<file path="src/sv/prlpe_pkg.sv">
`timescale 1ns / 1ps
// Shared types and constants for the palette run-length pixel expander.
// No dependencies.
package prlpe_pkg;

  localparam int IDX_W    = 8;
  localparam int CNT_W    = 7;
  localparam int CHAN_W   = 8;
  localparam int RGB_W    = 3 * CHAN_W;
  localparam int CQ_DEPTH = 2;

  localparam logic [CHAN_W-1:0] CHANNEL_KEEP = 8'hFC;

  typedef struct packed {
    logic              load;
    logic [IDX_W-1:0]  index;
    logic [RGB_W-1:0]  rgb;
    logic [CNT_W-1:0]  count;
    logic              last;
    logic              black;
  } cmd_t;

endpackage

</file>
<file path="src/sv/prlpe_front.sv">
`timescale 1ns / 1ps
// Front end: accepts input beats, saturates counts, drops empty runs and
// out-of-range writes, and builds queue commands. Depends on prlpe_pkg.
module prlpe_front #(
  parameter int PALETTE_ENTRIES = 256,
  parameter int MAX_RUN         = 64
) (
  input  logic                       in_push,
  input  logic                       in_action,
  input  logic [prlpe_pkg::IDX_W-1:0] in_color_index,
  input  logic [7:0]                 in_load_red,
  input  logic [7:0]                 in_load_green,
  input  logic [7:0]                 in_load_blue,
  input  logic [prlpe_pkg::CNT_W-1:0] in_run_count,
  input  logic                       in_final_pair,
  input  logic                       q_full,
  output logic                       in_full,
  output logic                       q_push,
  output prlpe_pkg::cmd_t            q_cmd
);
  import prlpe_pkg::*;

  logic             in_range;
  logic             is_load;
  logic             keep;
  logic [CNT_W-1:0] sat_count;

  assign in_range  = {1'b0, in_color_index} < (IDX_W + 1)'(PALETTE_ENTRIES);
  assign is_load   = (in_action == 1'b0);
  assign sat_count = (in_run_count > CNT_W'(MAX_RUN)) ? CNT_W'(MAX_RUN) : in_run_count;
  assign keep      = is_load ? in_range : (in_run_count != '0);

  assign in_full = q_full;
  assign q_push  = in_push && !q_full && keep;

  always_comb begin
    q_cmd.load  = is_load;
    q_cmd.index = in_color_index;
    q_cmd.rgb   = {in_load_red, in_load_green, in_load_blue};
    q_cmd.count = sat_count;
    q_cmd.last  = in_final_pair;
    q_cmd.black = !in_range;
  end

endmodule

</file>
<file path="config.mk">
export PLATFORM = sky130hd
export DESIGN_NAME = prlpe_front
export DESIGN_NICKNAME = d
export VERILOG_FILES = /design/src/sv/prlpe_pkg.sv /design/src/sv/prlpe_front.sv
export SDC_FILE = /design/constraint.sdc
export NUM_CORES = 1
export LEC_CHECK = 0
export ABC_AREA = 1
export BUFFER_PORTS_ARGS = -buffer_cell sky130_fd_sc_hd__buf_2
export CORE_MARGIN = 1.5
export CORE_UTILIZATION = 25
export DETAILED_ROUTE_END_ITERATION = 7
export PLACE_DENSITY_LB_ADDON = 0.25
export REMOVE_ABC_BUFFERS = 1
export SYNTH_ARGS = -nofsm -noshare
export SYNTH_HDL_FRONTEND = slang
export SYNTH_SLANG_ARGS = --single-unit
</file>
<file path="constraint.sdc">
create_clock -name vclk -period 1.2
set_input_delay 0.3 -clock vclk [all_inputs]
set_output_delay 0.3 -clock vclk [all_outputs]
set_load 0.01 [all_outputs]
</file>
# After elaboration in Yosys (flattened, before gate mapping)
# Cells that the tools add are included.
# totals
inputBits	43
out_inout_bits	44
regBits	0
# op_classes
muxes	2
n_bitwise	1
reduce_logical	4
order_cmp	1
# op_table
op	n
$gt 7x7->1 const B	1
$mux 7	1
$reduce_bool 7->1	1
$logic_and 1x1->1	2
$logic_not 1->1	1
$mux 1	1
$not 1->1	1

# Depth between registers and ports, before layout
# logic_depth
ltp_word	3
mapped_depth	4
depth_no_buf	4

# Worst setup path before layout
# Ideal clock, no wire load.
# synth_timing
path_type	input port to output port
startpoint	input port in_run_count[4] in the netlist's numbering
endpoint	output port q_cmd[2] in the netlist's numbering
path_stages	3
path_slack_ns	0.079
required_time_ns	0.900
t_arrival_ns	0.821
path_cell_list	nor2_1 -> nand3_2 -> a21boi_0
# synth_lines
item	line_no	rtl
from (decl)	prlpe_front.sv:14	input logic [prlpe_pkg::CNT_W-1:0] in_run_count,
to (decl)	prlpe_front.sv:19	output prlpe_pkg::cmd_t q_cmd

# Final worst setup path
# layout_timing
startpoint	input port in_run_count[5] in the netlist's numbering
endpoint	output port q_push
# layout_via
elab_chain_cells	3
# layout_lines
item	line_no	rtl
$reduce_bool 7->1	prlpe_front.sv:31	assign keep = is_load ? in_range : (in_run_count != '0);
$mux 1	prlpe_front.sv:31	
$logic_and 1x1->1	prlpe_front.sv:34	assign q_push = in_push && !q_full && keep;
to (decl)	prlpe_front.sv:18	output logic q_push,
# Every way passes these cells.

==> out/results.ini <==
[outcome]
status = finished with violations
violations = negative setup slack

[routing]
drtPass1Iterations = 1
drt_iter0_drc = 0
drt-total-wl_mm = 1.87
post_drt_wl_per_cell_um = 33.4
drc = 0
vias = 239
postRouteAntennaNets = 0
post_drt_via_cell_ratio = 4.27

[setup_path]
crit_type = in -> out
critical_path.top_delay_family = simple AND/OR/NAND/NOR gates
path_cells = buf_6, nor2_4, nand3_4, nor2_1, nor2_1, buf_2
cp_common_cell = nor2_1
cp-start-kind = primary input
cp-startpoint = in_run_count[5]
cp_slowest_cell = buf_2
worstPathArrival_ns = 0.92
worstPathRequired_ns = 0.90
cp-end-kind = output port
critPathMaxStageDelay_ns = 0.13
crit_buf_inv = 2
path_max_fanout = 5

[place]
place_inst = 56
dp_hpwl_mm = 1.75
dp_worst_setup_slack_ns = -0.119
io_buffer_count = 20
globalplace.congestion = 0.808

[worst_hold_path]
min_from = in_load_green[7]
hold_path.class = in -> out

[yosys]
synth.top_cells.by_count = 36 x buf_4, 7 x nor2_1, 4 x a21boi_0, 4 x inv_1
yosysMostFrequentCell = buf_4
ys_top_cells_by_area = buf_4 73%, a21boi_0 8.1%, nor2_1 7.1%
yosysUniqueCellTypes = 9
synth_area_um2 = 369
synth_top_cell_by_area = buf_4
synthSimpleGateAreaFrac = 0.125
yosysWarningCount = 0
synth_top_area_frac = 0.732
synth_top_family_by_area = buffers and inverters
synth-adder-area-share = 0
synth_xor_area_frac = 0
synth_compound_area_frac = 0.0814
synth_seq_area_share = 0
syn_inst = 56
synth.avg_cell_area_um2 = 6.59
muxShareOfSynthArea = 0

[sta]
setup_viol = 4
rsz0062_at_grt = true
period_minus_slack_ns = 1.22
fin_ws_ns = -0.0225
hold_violations = 0
slew_violations = 0
period_share = 1.02
fmax_mhz = 818

[global_route]
grt_pass1_vias = 234
overflow = 0
grt_pass1_wl_mm = 2.45
grt_max_degree = 8
antenna_found_initial = 0
grt_use_total = 0.213

[floorplanning]
row_count = 13
die-area_um2 = 1720
die_w_um = 41.4
core_um2 = 1330
io_pins = 87
die_y_um = 41.4
initial_core_util = 0.277

[power]
ir_drop_uv = 80.7
powerDensity_nw_per_um2 = 321
p_leak_nw = 0.162

[cells_and_area]
antenna_cells = 0
numSequentialCells = 0
fill_cells = 165
clock_buffers = 0
syn_to_final_growth_pct = -19.3
layout.cells.non_filler = 56
regArea_um2 = 0
layout.nets = 86
drive_gt1_frac = 0.683

[cts]
postCtsSetupBuffers = 0

[job]
cap_violations = 0

==> final timing paths <==
path / end / slack (ns) / cells past startpoint
min: q_cmd[24] / 0.60 / 0
max: q_push / -0.02 / 6
==> cells in the final DEF (no fill, tap or decap) <==
master and count:
buf_6 5, nand2_1 1, a21boi_2 2, conb_1 1, nand3_4 1, nor2_4 3, a21boi_1 2, nor2_1 4
or2_1 1, buf_2 15, buf_4 2, inv_1 4
==> area by class of cell <==
cell class / instances / area, um^2 / share of cell area
inverter: 4 / 15.0 / 0.0504
multi-input combinational: 15 / 118 / 0.395
tap: 15 / 18.8 / 0.0630
timing repair buffer: 22 / 146 / 0.492
==> power breakdown <==
| group | internal, mW | switching, mW | total (mW) |
|---|---|---|---|
| Sequential | 0 | 0 | 0 |
| Combinational | 0.0511 | 0.0445 | 0.0956 |
| Clock | 0 | 0 | 0 |
==> routing by layer <==
layer / vias up / GRT usage / routed length, um
li1: 100 / - / -
met1: 87 / 0.109 / 315
met2: 52 / 0.338 / 865
met3: 0 / 0.383 / 689
met4: 0 / 0 / 0
met5: - / 0 / 0
==> cells by family (layout without fill, tap and decap cells) <==
group	Yosys count	count (layout)
AOI/OAI and AO/OA	4	4
buffers and inverters	41	26
other	1	1
and+or+nand+nor	10	10
==> stage by stage <==
step	utilization	setup TNS, ns	total power, mW	hold WS, ns	cell area [um^2]
finish	0.223	-0.0478	0.0956	0.600	298
global route	0.223	-0.246	0.103	0.600	298
CTS	0.218	-0.0124	0.0939	0.600	290
detailed placement	0.172	-0.527	0.0710	0.600	229
global placement	0.172	-0.515	0.0712	0.600	229
floorplan	-	0	0.0250	0.600	95.1
==> timing repair <==
item,4_1_cts,5_1_grt
endpoints found under the hold margin,0,0
pin swaps,5,2
resized for setup,16,2
setup endpoints to repair,5,5
hold buffers,0,0
No activity file was read; power rests on OpenSTA's default activity.
