File: config.mk
export PLATFORM = sky130hd
export DESIGN_NAME = prlpe_cmdq
export DESIGN_NICKNAME = d
export VERILOG_FILES = /design/src/sv/prlpe_pkg.sv /design/src/sv/prlpe_cmdq.sv
export SDC_FILE = /design/constraint.sdc
export NUM_CORES = 1
export LEC_CHECK = 0
export BUFFER_PORTS_ARGS = -buffer_cell sky130_fd_sc_hd__buf_2
export CAP_MARGIN = 40
export CORE_MARGIN = 2
export CORE_UTILIZATION = 35
export CTS_BUF_LIST = sky130_fd_sc_hd__clkbuf_4
export DETAILED_ROUTE_END_ITERATION = 10
export GPL_TIMING_DRIVEN = 0
export PLACE_DENSITY = 0.68
export SYNTH_ARGS = -nofsm -noshare
export SYNTH_HDL_FRONTEND = slang
export SYNTH_SLANG_ARGS = --single-unit
File: constraint.sdc
create_clock -name clk -period 4.1 [get_ports clk]
set_clock_uncertainty 0.1 [all_clocks]
set_input_delay 0.41 -clock clk [delete_from_list [all_inputs] [get_ports clk]]
set_output_delay 0.41 -clock clk [all_outputs]
set_load 0.02 [all_outputs]
File: src/sv/prlpe_pkg.sv
`timescale 1ns / 1ps
// Shared types and constants for the palette run-length pixel expander.
// No dependencies.
package prlpe_pkg;

  localparam int IDX_W    = 8;
  localparam int CNT_W    = 7;
  localparam int CHAN_W   = 8;
  localparam int RGB_W    = 3 * CHAN_W;
  localparam int CQ_DEPTH = 2;

  localparam logic [CHAN_W-1:0] CHANNEL_KEEP = 8'hFC;

  typedef struct packed {
    logic              load;
    logic [IDX_W-1:0]  index;
    logic [RGB_W-1:0]  rgb;
    logic [CNT_W-1:0]  count;
    logic              last;
    logic              black;
  } cmd_t;

endpackage

File: src/sv/prlpe_cmdq.sv
`timescale 1ns / 1ps
// Short command queue between front end and back end.
// Depends on prlpe_pkg.
module prlpe_cmdq (
  input  logic            clk,
  input  logic            rst_n,
  input  logic            push,
  input  prlpe_pkg::cmd_t push_cmd,
  output logic            full,
  input  logic            pop,
  output prlpe_pkg::cmd_t pop_cmd,
  output logic            empty
);
  import prlpe_pkg::*;

  localparam int PW = (CQ_DEPTH > 1) ? $clog2(CQ_DEPTH) : 1;
  localparam int NW = $clog2(CQ_DEPTH + 1);

  cmd_t          slot_r [CQ_DEPTH];
  logic [PW-1:0] wr_ptr_r, wr_ptr_nxt;
  logic [PW-1:0] rd_ptr_r, rd_ptr_nxt;
  logic [NW-1:0] cnt_r, cnt_nxt;
  logic          do_push, do_pop;

  assign full    = (cnt_r == NW'(CQ_DEPTH));
  assign empty   = (cnt_r == '0);
  assign do_push = push && !full;
  assign do_pop  = pop && !empty;
  assign pop_cmd = slot_r[rd_ptr_r];

  always_comb begin
    wr_ptr_nxt = wr_ptr_r;
    rd_ptr_nxt = rd_ptr_r;
    cnt_nxt    = cnt_r;
    if (do_push) begin
      wr_ptr_nxt = (wr_ptr_r == PW'(CQ_DEPTH - 1)) ? '0 : wr_ptr_r + 1'b1;
    end
    if (do_pop) begin
      rd_ptr_nxt = (rd_ptr_r == PW'(CQ_DEPTH - 1)) ? '0 : rd_ptr_r + 1'b1;
    end
    if (do_push && !do_pop) begin
      cnt_nxt = cnt_r + 1'b1;
    end else if (do_pop && !do_push) begin
      cnt_nxt = cnt_r - 1'b1;
    end
  end

  always_ff @(posedge clk) begin
    if (!rst_n) begin
      wr_ptr_r <= '0;
      rd_ptr_r <= '0;
      cnt_r    <= '0;
    end else begin
      wr_ptr_r <= wr_ptr_nxt;
      rd_ptr_r <= rd_ptr_nxt;
      cnt_r    <= cnt_nxt;
    end
  end

  always_ff @(posedge clk) begin
    if (do_push) begin
      slot_r[wr_ptr_r] <= push_cmd;
    end
  end

endmodule

## After elaboration in Yosys (flattened, before gate mapping)

Memory sizes are Yosys's and may differ from the RTL's. A register that Yosys moved wholly into a read port is not among the register bits.
Cells that the tools add are included.

- Memory bits (writable): 84
- Bits of input ports: 46
- Output and inout port bits: 44
- Flip-flop bits (word level): 4
- Word-level logic and storage cells: 27
- Memories kept: 1

- Equality and inequality tests: 1
- Reductions and logical operators: 10
- Add/subtract/negate cells: 4
- Mux-type cells: 8

Memory list:

| name | depth | width | rd ports | clocked after Yosys merged registers in | write ports | RTL line | text |
|---|---|---|---|---|---|---|---|
| slot_r | 2 | 42 | 1 | 1 | 1 | prlpe_cmdq.sv:19 | `cmd_t slot_r [CQ_DEPTH];` |

Operators by type and width:

| kind | number |
|---|---|
| 1-bit 2-to-1 mux | 6 |
| 1-bit logical AND | 4 |
| 1-bit zero test | 4 |
| 2-bit 2-to-1 mux | 2 |
| 1-bit adder (second input constant) | 2 |
| 2-bit by 1-bit adder with 2-bit output (second input constant) | 1 |
| 2-bit equality test (second input constant) | 1 |
| 2-bit zero test | 1 |
| 2-bit nonzero test | 1 |
| 2-bit by 1-bit subtractor with 2-bit output (second input constant) | 1 |

## Longest topological paths before layout

Gate-level depths: netlist of the first run.

- Depth in word-level cells: 7
- Mapped depth: 7
- Depth with buffers taken out: 7

## Worst setup path after synthesis of the first run

Ideal clock, no wire load.

- Path type: register -> register
- Start: register cnt_r[0]
- End: memory slot_r[0][0] in the netlist's numbering, enable pin
- Library setup time: 0.436 ns
- Data arrival time: 2.295 ns
- Buffers on the path: 0
- Setup slack: 1.269 ns
- Clock period less this slack: 2.831 ns
- Required time: 3.564 ns
- Cell stages (with the launch flop): 4
- Cell sequence: dfxtp_1 -> nand2b_1 -> inv_2 -> nor3_2

- Longest elaborated chain between the ends: 5

Ends and longest elaborated chain:

| item | RTL line | text |
|---|---|---|
| start: declaration | prlpe_cmdq.sv:22 | `logic [NW-1:0] cnt_r, cnt_nxt;` |
| start signal: assignment | prlpe_cmdq.sv:56 | `cnt_r <= cnt_nxt;` |
| 2-bit equality test | prlpe_cmdq.sv:25 | `assign full = (cnt_r == NW'(CQ_DEPTH));` |
| net full | prlpe_cmdq.sv:9 | `output logic full,` |
| 1-bit zero test | prlpe_cmdq.sv:27 | `assign do_push = push && !full;` |
| 1-bit logical AND | prlpe_cmdq.sv:27 |  |
| 1-bit 2-to-1 mux | prlpe_cmdq.sv:61 | `if (do_push) begin` |
| 1-bit 2-to-1 mux (not written as such) | prlpe_cmdq.sv:62 | `slot_r[wr_ptr_r] <= push_cmd;` |
| end: declaration | prlpe_cmdq.sv:19 |  |

The timed path passes the listed nets, and every way through them passes these cells.

==> results.toml, run 1 <==
[run_status]
outcome = "completed"

[synthesis]
postSynthAreaPerCell_um2 = 20.9
yosysWarnings = 0
mappedNetlistArea_um2 = 3250
synth_simple_gate_area_share_pct = 1.69
largest_family_of_logic_cells_by_synthesized_area = "multiplexers"
number_of_synthesized_register_bits = 89
synthDistinctLibCells = 20
synth-xor-area-share_pct = 0.807
postSynthCellCount = 156
mappedNetlistNets = 203
synth-compound-area-share_pct = 1.00
synthMuxAreaShare_pct = 14.5
post_synth_adder_cell_area_pct = 0.384
synth_sequential_area_ratio_pct = 80.6

[global_routing]
initial_antenna_violation_count = 0
grt_pass1_vias = 1757
first_pass_grt_wire_length_um = 8540
total_global_routing_track_utilization_pct = 11.5
grt_start_max_net_pins = 24
grt_overflow_total = 0

[cts]
count_of_h_tree_levels_built_during_cts = 3
cts-buffers-inserted = 9
clockRootBuffer = "clkbuf_4"
post-cts-setup-buffers = 0
clock_sink_count = 89
cts_tree = "done"
total_of_hold_buffers_inserted_after_clock_tree_synthesis = 0
clkSlewWorstSetupHoldPaths_ps = 130
clk-insertion-delay-late_ps = 400
post_cts_resize_count = 0
clk_path_buf_depth = 2

[timing]
rsz_0062_raised_after_global_routing = "false"
timing.final.crit_period_ps = 2220
finalHoldWorstSlack_ps = 73.3
max_freq_mhz = 450
maxSlewViolCount = 0
fin_tns_setup_ps = 0
setup-violations-final = 0
finalHoldViolations = 0
min_period_over_period_pct = 54.3
worst_pin_slew_ps = 523
max_slew_margin_pct = 65.1

[cells_and_area]
mostFrequentLayoutCell = "buf_2"
fin_cells = 376
drive_above_1_share_pct = 59.6
synthToLayoutAreaGrowth_pct = 24.7
layout.nets = 307
most-common-layout-cells = "94 x buf_2, 84 x edfxtp_1, 42 x mux2_2, 11 x clkbuf_4, 5 x dfxtp_1"
antenna_cells_inserted = 0
fillerInstances = 832

[power]
combPwrFrac_pct = 32.2
internal_power_mw = 1.67
clock_network_power_share_pct = 19.6
irDropWorstVdd_uv = 284
pwr-share-seq_pct = 48.3
netSwitchingFraction_pct = 31.5
netSwitchingPower_mw = 0.767
cellPowerDensity_nw_per_um2 = 600
finalPower_mw = 2.44
power.leakage_nw = 1.52

[placed_design]
gpl.final_weighted_congestion = 0.664
port_buffer_count = 89
place_inst = 360
dp.final_hpwl_um = 3790

[run]
max_cap_viol_count = 0

[setup_path]
largest_incremental_delay_on_the_critical_path_ps = 380
critPathKind = "reg -> out"
setup.worst_path.end_class = "primary output"
critical_path.cell_chain = "buf_2, buf_2, mux2_2, buf_2"
timing.critical_path.from_type = "flop"
worst_ep_required_time_ps = 3590
worst-path-max-fanout = 10
slowest_stage = "mux2_2"
crit_arrival_ps = 1710
cpMostUsedCell = "buf_2"

[drt]
route.detailed.vias_per_inst = 4.61
total_vias_in_the_final_route = 1735
first_pass_iteration_count_of_the_detailed_router = 4
antenna_left = 0
drt_first_iter_violations = 45
remaining_drcs = 0
detail_route.wirelength_um = 5650
routedWlPerCell_um = 15.0

[die]
ios = 90
floorplan.core_area_um2 = 9110
floorplan.die_area_um2 = 10100
placement_rows = 35
die_x_um = 100
die_extent_in_y_um = 100
floorplan.initialDensity_pct = 35.7

[worst_hold_path]
timing.hold.worst.class = "in -> reg"
[Yosys cell counts, drive strengths merged]
master / instances / area share (%)
a21boi: 2 / 0.46
and2: 3 / 0.58
and3: 1 / 0.19
buf: 5 / 0.77
dfxtp: 5 / 3.1
edfxtp: 84 / 78
ha: 1 / 0.38
inv: 2 / 0.23
mux2: 42 / 15
nand2b: 1 / 0.19
nor2: 2 / 0.23
nor3: 1 / 0.31
o21a: 1 / 0.23
o21ai: 2 / 0.31
or3: 1 / 0.19
xnor2: 2 / 0.54
xor2: 1 / 0.27
[cell families (layout without fill, tap and decap cells)]
family,Yosys count,after routing
AOI/OAI and AO/OA,5,5
xor gates and xnor gates,3,3
adders and majority gates,1,1
buffers and inverters,7,116
DFF,89,89
muxes,42,42
and+or+nand+nor,9,9
[layer usage]
metal,part of all wire [%],global-route usage (%),vias to the layer above
met4,2.2,6.43,0
met1,41,13.6,866
met2,52,19.5,49
met3,4.3,2.65,10
met5,0,0,-
li1,-,-,810
[path summary, 6_finish.rpt]
kind                               from                 endpoint  slack (ps)  cells past startpoint
setup / recovery                   flop              pop_cmd[41]        1880                      4
hold / removal             push_cmd[25]  slot_r[0][25]$_DFFE_PP_          70                      1
setup reg to reg  cnt_r[0]$_SDFFE_PN0P_  slot_r[1][31]$_DFFE_PP_        2260                      3
hold reg to reg   cnt_r[1]$_SDFFE_PN0P_    cnt_r[1]$_SDFFE_PN0P_         450                      2
[metrics by stage]
| step | cell area [um^2] | setup WS [ps] | util (%) |
|---|---|---|---|
| after floorplan | 3250 | 1270 | - |
| after global placement | 3840 | 225 | 42.1 |
| after detailed placement | 3920 | 2260 | 43.0 |
| after CTS | 4060 | 1810 | 44.6 |
| after global routing | 4060 | 1750 | 44.6 |
| final | 4060 | 1880 | 44.6 |
[state kept, by name (all words and copies together), names as in the netlist, named ones only]
register and count:
cnt_r 2, rd_ptr_r 1, slot_r 84, wr_ptr_r 1
[critical path: cells and delay by family (launching register included)]
family,cells,cell delay [ps]
buffers and inverters,3,600
flip-flops,1,320
multiplexers,1,380
[final cells by class]
cell class / count / area (um^2) / area share (%)
Sequential cell: 89 / 2620 / 64.6
Multi-Input combinational cell: 60 / 607 / 15.0
Timing Repair Buffer: 93 / 519 / 12.8
Tap cell: 111 / 139 / 3.42
Clock buffer: 11 / 82.6 / 2.03
Clock inverter: 5 / 56.3 / 1.39
Buffer: 5 / 25.0 / 0.617
Inverter: 2 / 7.51 / 0.185
[power by group through the flow]
| stage | Combinational [mW] | Clock (mW) | Sequential (mW) |
|---|---|---|---|
| 6_report | 0.784 | 0.476 | 1.18 |
| 5_1_grt | 0.842 | 0.534 | 1.19 |
| 4_1_cts | 0.802 | 0.500 | 1.18 |
| 3_5_place_dp | 0.799 | 0 | 1.20 |
| 3_3_place_gp | 0.745 | 0 | 1.20 |
| 2_1_floorplan | 0.526 | 0 | 1.19 |
(Power assumes the default switching activity.)
==> run 2, diff against run 1 <==
--- a/config.mk
+++ b/config.mk
@@ -5,6 +5,7 @@
 export SDC_FILE = /design/constraint.sdc
 export NUM_CORES = 1
 export LEC_CHECK = 0
+export ABC_AREA = 1
 export BUFFER_PORTS_ARGS = -buffer_cell sky130_fd_sc_hd__buf_2
 export CAP_MARGIN = 40
 export CORE_MARGIN = 2
@@ -12,7 +13,7 @@
 export CTS_BUF_LIST = sky130_fd_sc_hd__clkbuf_4
 export DETAILED_ROUTE_END_ITERATION = 10
 export GPL_TIMING_DRIVEN = 0
-export PLACE_DENSITY = 0.68
+export PLACE_DENSITY = 0.7
 export SYNTH_ARGS = -nofsm -noshare
 export SYNTH_HDL_FRONTEND = slang
 export SYNTH_SLANG_ARGS = --single-unit
==> constraint.sdc (replaced) <==
create_clock -name clk -period 1.85 [get_ports clk]
set_clock_uncertainty 0.1 [all_clocks]
set_input_delay 0.185 -clock clk [delete_from_list [all_inputs] [get_ports clk]]
set_output_delay 0.185 -clock clk [all_outputs]
set_load 0.02 [all_outputs]
==> results.toml, run 2 <==
[run_status]
outcome = "completed"

[synthesis]
yosysWarnings = 0
postSynthCellCount = 169
yosys.cell_count.top_type = "edfxtp_1"
yosys_most_used_dff = "edfxtp_1"
number_of_synthesized_register_bits = 89
portion_of_synthesized_cell_area_occupied_by_the_leading_cell_type_pct = 72.4
postSynthAreaPerCell_um2 = 20.6
synth_enable_flop_cells = 84
mappedNetlistNets = 216
synth_commonest_cells = "84 x edfxtp_1, 40 x mux2_4, 11 x nor2_1"
synth_top_cell_by_area = "edfxtp_1"
mappedNetlistArea_um2 = 3480
proportion_of_register_bits_with_asynchronous_set_or_reset_after_synthesis_pct = 0
synthTopCellsByArea = "edfxtp_1 72%, mux2_4 17%, dfxtp_1 2.9%"
synthDistinctLibCells = 15
synth_sequential_area_ratio_pct = 75.3

[cts]
clk-insertion-delay-late_ps = 410
clk_path_buf_depth = 2
clkSlewWorstSetupHoldPaths_ps = 120
clockRootBuffer = "clkbuf_4"
count_of_h_tree_levels_built_during_cts = 3
clock_sink_count = 89
cts_tree = "done"
cts-buffers-inserted = 9

[cells_and_area]
layout_top_registers = "slot_r (84), cnt_r (2)"
layout.nets = 363
antenna_cells_inserted = 0
most-common-layout-cells = "84 x edfxtp_1, 59 x buf_2, 43 x dlygate4sd3_1, 40 x mux2_4, 30 x buf_6"
post-route-cell-area_um2 = 4940
fillerInstances = 829
synthToLayoutAreaGrowth_pct = 41.9
multi_input_comb_area_um2 = 749
drive_above_1_share_pct = 49.8
largest_reg_flops = 84
mostFrequentLayoutCell = "edfxtp_1"
fin_cells = 454
area.sequential_um2 = 2630
largest-register = "slot_r"

[placed_design]
placement_cell_area_um2 = 4160
dp.final_hpwl_um = 4000
dp_worst_setup_slack_ps = 39.9
port_buffer_count = 89
gpl.final_weighted_congestion = 0.658
place_inst = 393

[setup_path]
worst_setup_path_endpoint = "pop_cmd[3]"
setup.worst_path.end_class = "primary output"
slowest_stage = "dfxtp_2"
critPathBufInv = 3
r2r_cells = 4
critical_path.cell_chain = "buf_8, buf_12, mux2_4, buf_2"
critPathKind = "reg -> out"
timing.critical_path.from_type = "flop"
crit_cells = 4
cpLargestDelayFamily = "buffers and inverters"
worst_ep_required_time_ps = 1560
critical_path.reg2reg.endpoint = "slot_r[1][40]$_DFFE_PP_"
rrSetupSlack_ps = 100
worstReg2RegStart = "cnt_r[1]$_SDFFE_PN0P_"
crit_arrival_ps = 1520
largest_incremental_delay_on_the_critical_path_ps = 350
worst-path-max-fanout = 10

[power]
power.leakage_nw = 1.96
cellPowerDensity_nw_per_um2 = 1190
irDropWorstVdd_uv = 691

[die]
die_extent_in_y_um = 104
floorplan.initialDensity_pct = 35.8
floorplan.core_area_um2 = 9730
floorplan.die_area_um2 = 10800
placement_rows = 36
ios = 90
die_x_um = 104

[drt]
routedWlPerCell_um = 13.9
total_vias_in_the_final_route = 1925
route.detailed.vias_per_inst = 4.24
detail_route.wirelength_um = 6310
first_pass_iteration_count_of_the_detailed_router = 4
remaining_drcs = 0
drt_first_iter_violations = 54
antenna_left = 0

[timing]
max_slew_margin_pct = 54.7
finalHoldViolations = 0
finalHoldWorstSlack_ps = 75.8
setup-violations-final = 0
maxSlewViolCount = 0
timing.final.crit_period_ps = 1800
min_period_over_period_pct = 97.5
rsz_0062_raised_after_global_routing = "true"
worst_pin_slew_ps = 677
layout_setup_ws_ps = 45.9
max_freq_mhz = 554

[global_routing]
initial_antenna_violation_count = 0
first_pass_grt_wire_length_um = 9710
grt_overflow_total = 0
grt_start_max_net_pins = 24
grt_pass1_vias = 2061
total_global_routing_track_utilization_pct = 11.7

[worst_hold_path]
timing.hold.worst.class = "in -> reg"

[run]
max_cap_viol_count = 0
run 2: final cells by class:
class                      instances  area share [%]
clock inverter                     2           0.684
timing repair buffer             136            22.9
tap                              133            3.37
inverter                           9           0.684
clock buffer                      14            2.13
sequential                        89            53.1
multi-input combinational         66            15.2
buffer                             5            1.92
run 2: through the flow:
stage	util [%]	TNS, ps	total power [mW]
final	50.8	0	5.90
after global routing	50.8	-2050	6.19
after CTS	49.4	-336	5.80
after detailed placement	42.8	0	4.55
after global placement	42.1	-74770	4.44
after floorplan	-	-20390	4.00
run 2: tightest hold or removal path, cell delays in order:
cell    delay (ps)
buf_2          100
inv_1           50
nor2_1          60
nor2_1         120
nor2_1          60
run 2: cells by family (layout without fill, tap and decap cells):
logic type | Yosys count | in the layout | synth area share [%]
adders and majority gates | 1 | 1 | 0.359
and+or+nand+nor | 19 | 19 | 2.16
buffers and inverters | 14 | 166 | 3.59
muxes | 42 | 42 | 17.9
DFF | 89 | 89 | 75.3
AOI/OAI and AO/OA | 4 | 4 | 0.683
run 2: worst min path at each step:
stage | startpoint | to | slack [ps] | cells after the start
6_report | pop | rd_ptr_r$_SDFFE_PN0P_ | 80 | 5
2_1_floorplan | push_cmd[0] | slot_r[0][0]$_DFFE_PP_ | 180 | 0
3_5_place_dp | push_cmd[39] | slot_r[0][39]$_DFFE_PP_ | 280 | 1
4_1_cts | pop | flop | 30 | 5
5_1_grt | pop | rd_ptr_r$_SDFFE_PN0P_ | 80 | 6
3_3_place_gp | push_cmd[7] | slot_r[0][7]$_DFFE_PP_ | 270 | 1
run 2: what timing repair did:
action | CTS | global route
setup buffers | 2 | 0
endpoints found under the setup margin | 40 | 88
resized for setup | 18 | 45
pin swaps | 0 | 0
hold endpoints to repair | 89 | 0
hold buffers | 43 | 0
run 2: layer usage:
| layer | global-route usage (%) | routed length, um | up-vias |
|---|---|---|---|
| met4 | 5.50 | 80 | 0 |
| met2 | 21.1 | 3520 | 52 |
| met1 | 12.5 | 2440 | 932 |
| met5 | 0 | 0 | - |
| met3 | 3.65 | 264 | 10 |
| li1 | - | - | 931 |
run 2: where the power goes:
part | internal, mW | leakage (nW) | switching (mW)
combinational | 1.14 | 1.06 | 1.05
clock | 0.487 | 0.0801 | 0.590
sequential | 2.55 | 0.825 | 0.0908
total | 4.17 | 1.96 | 1.73
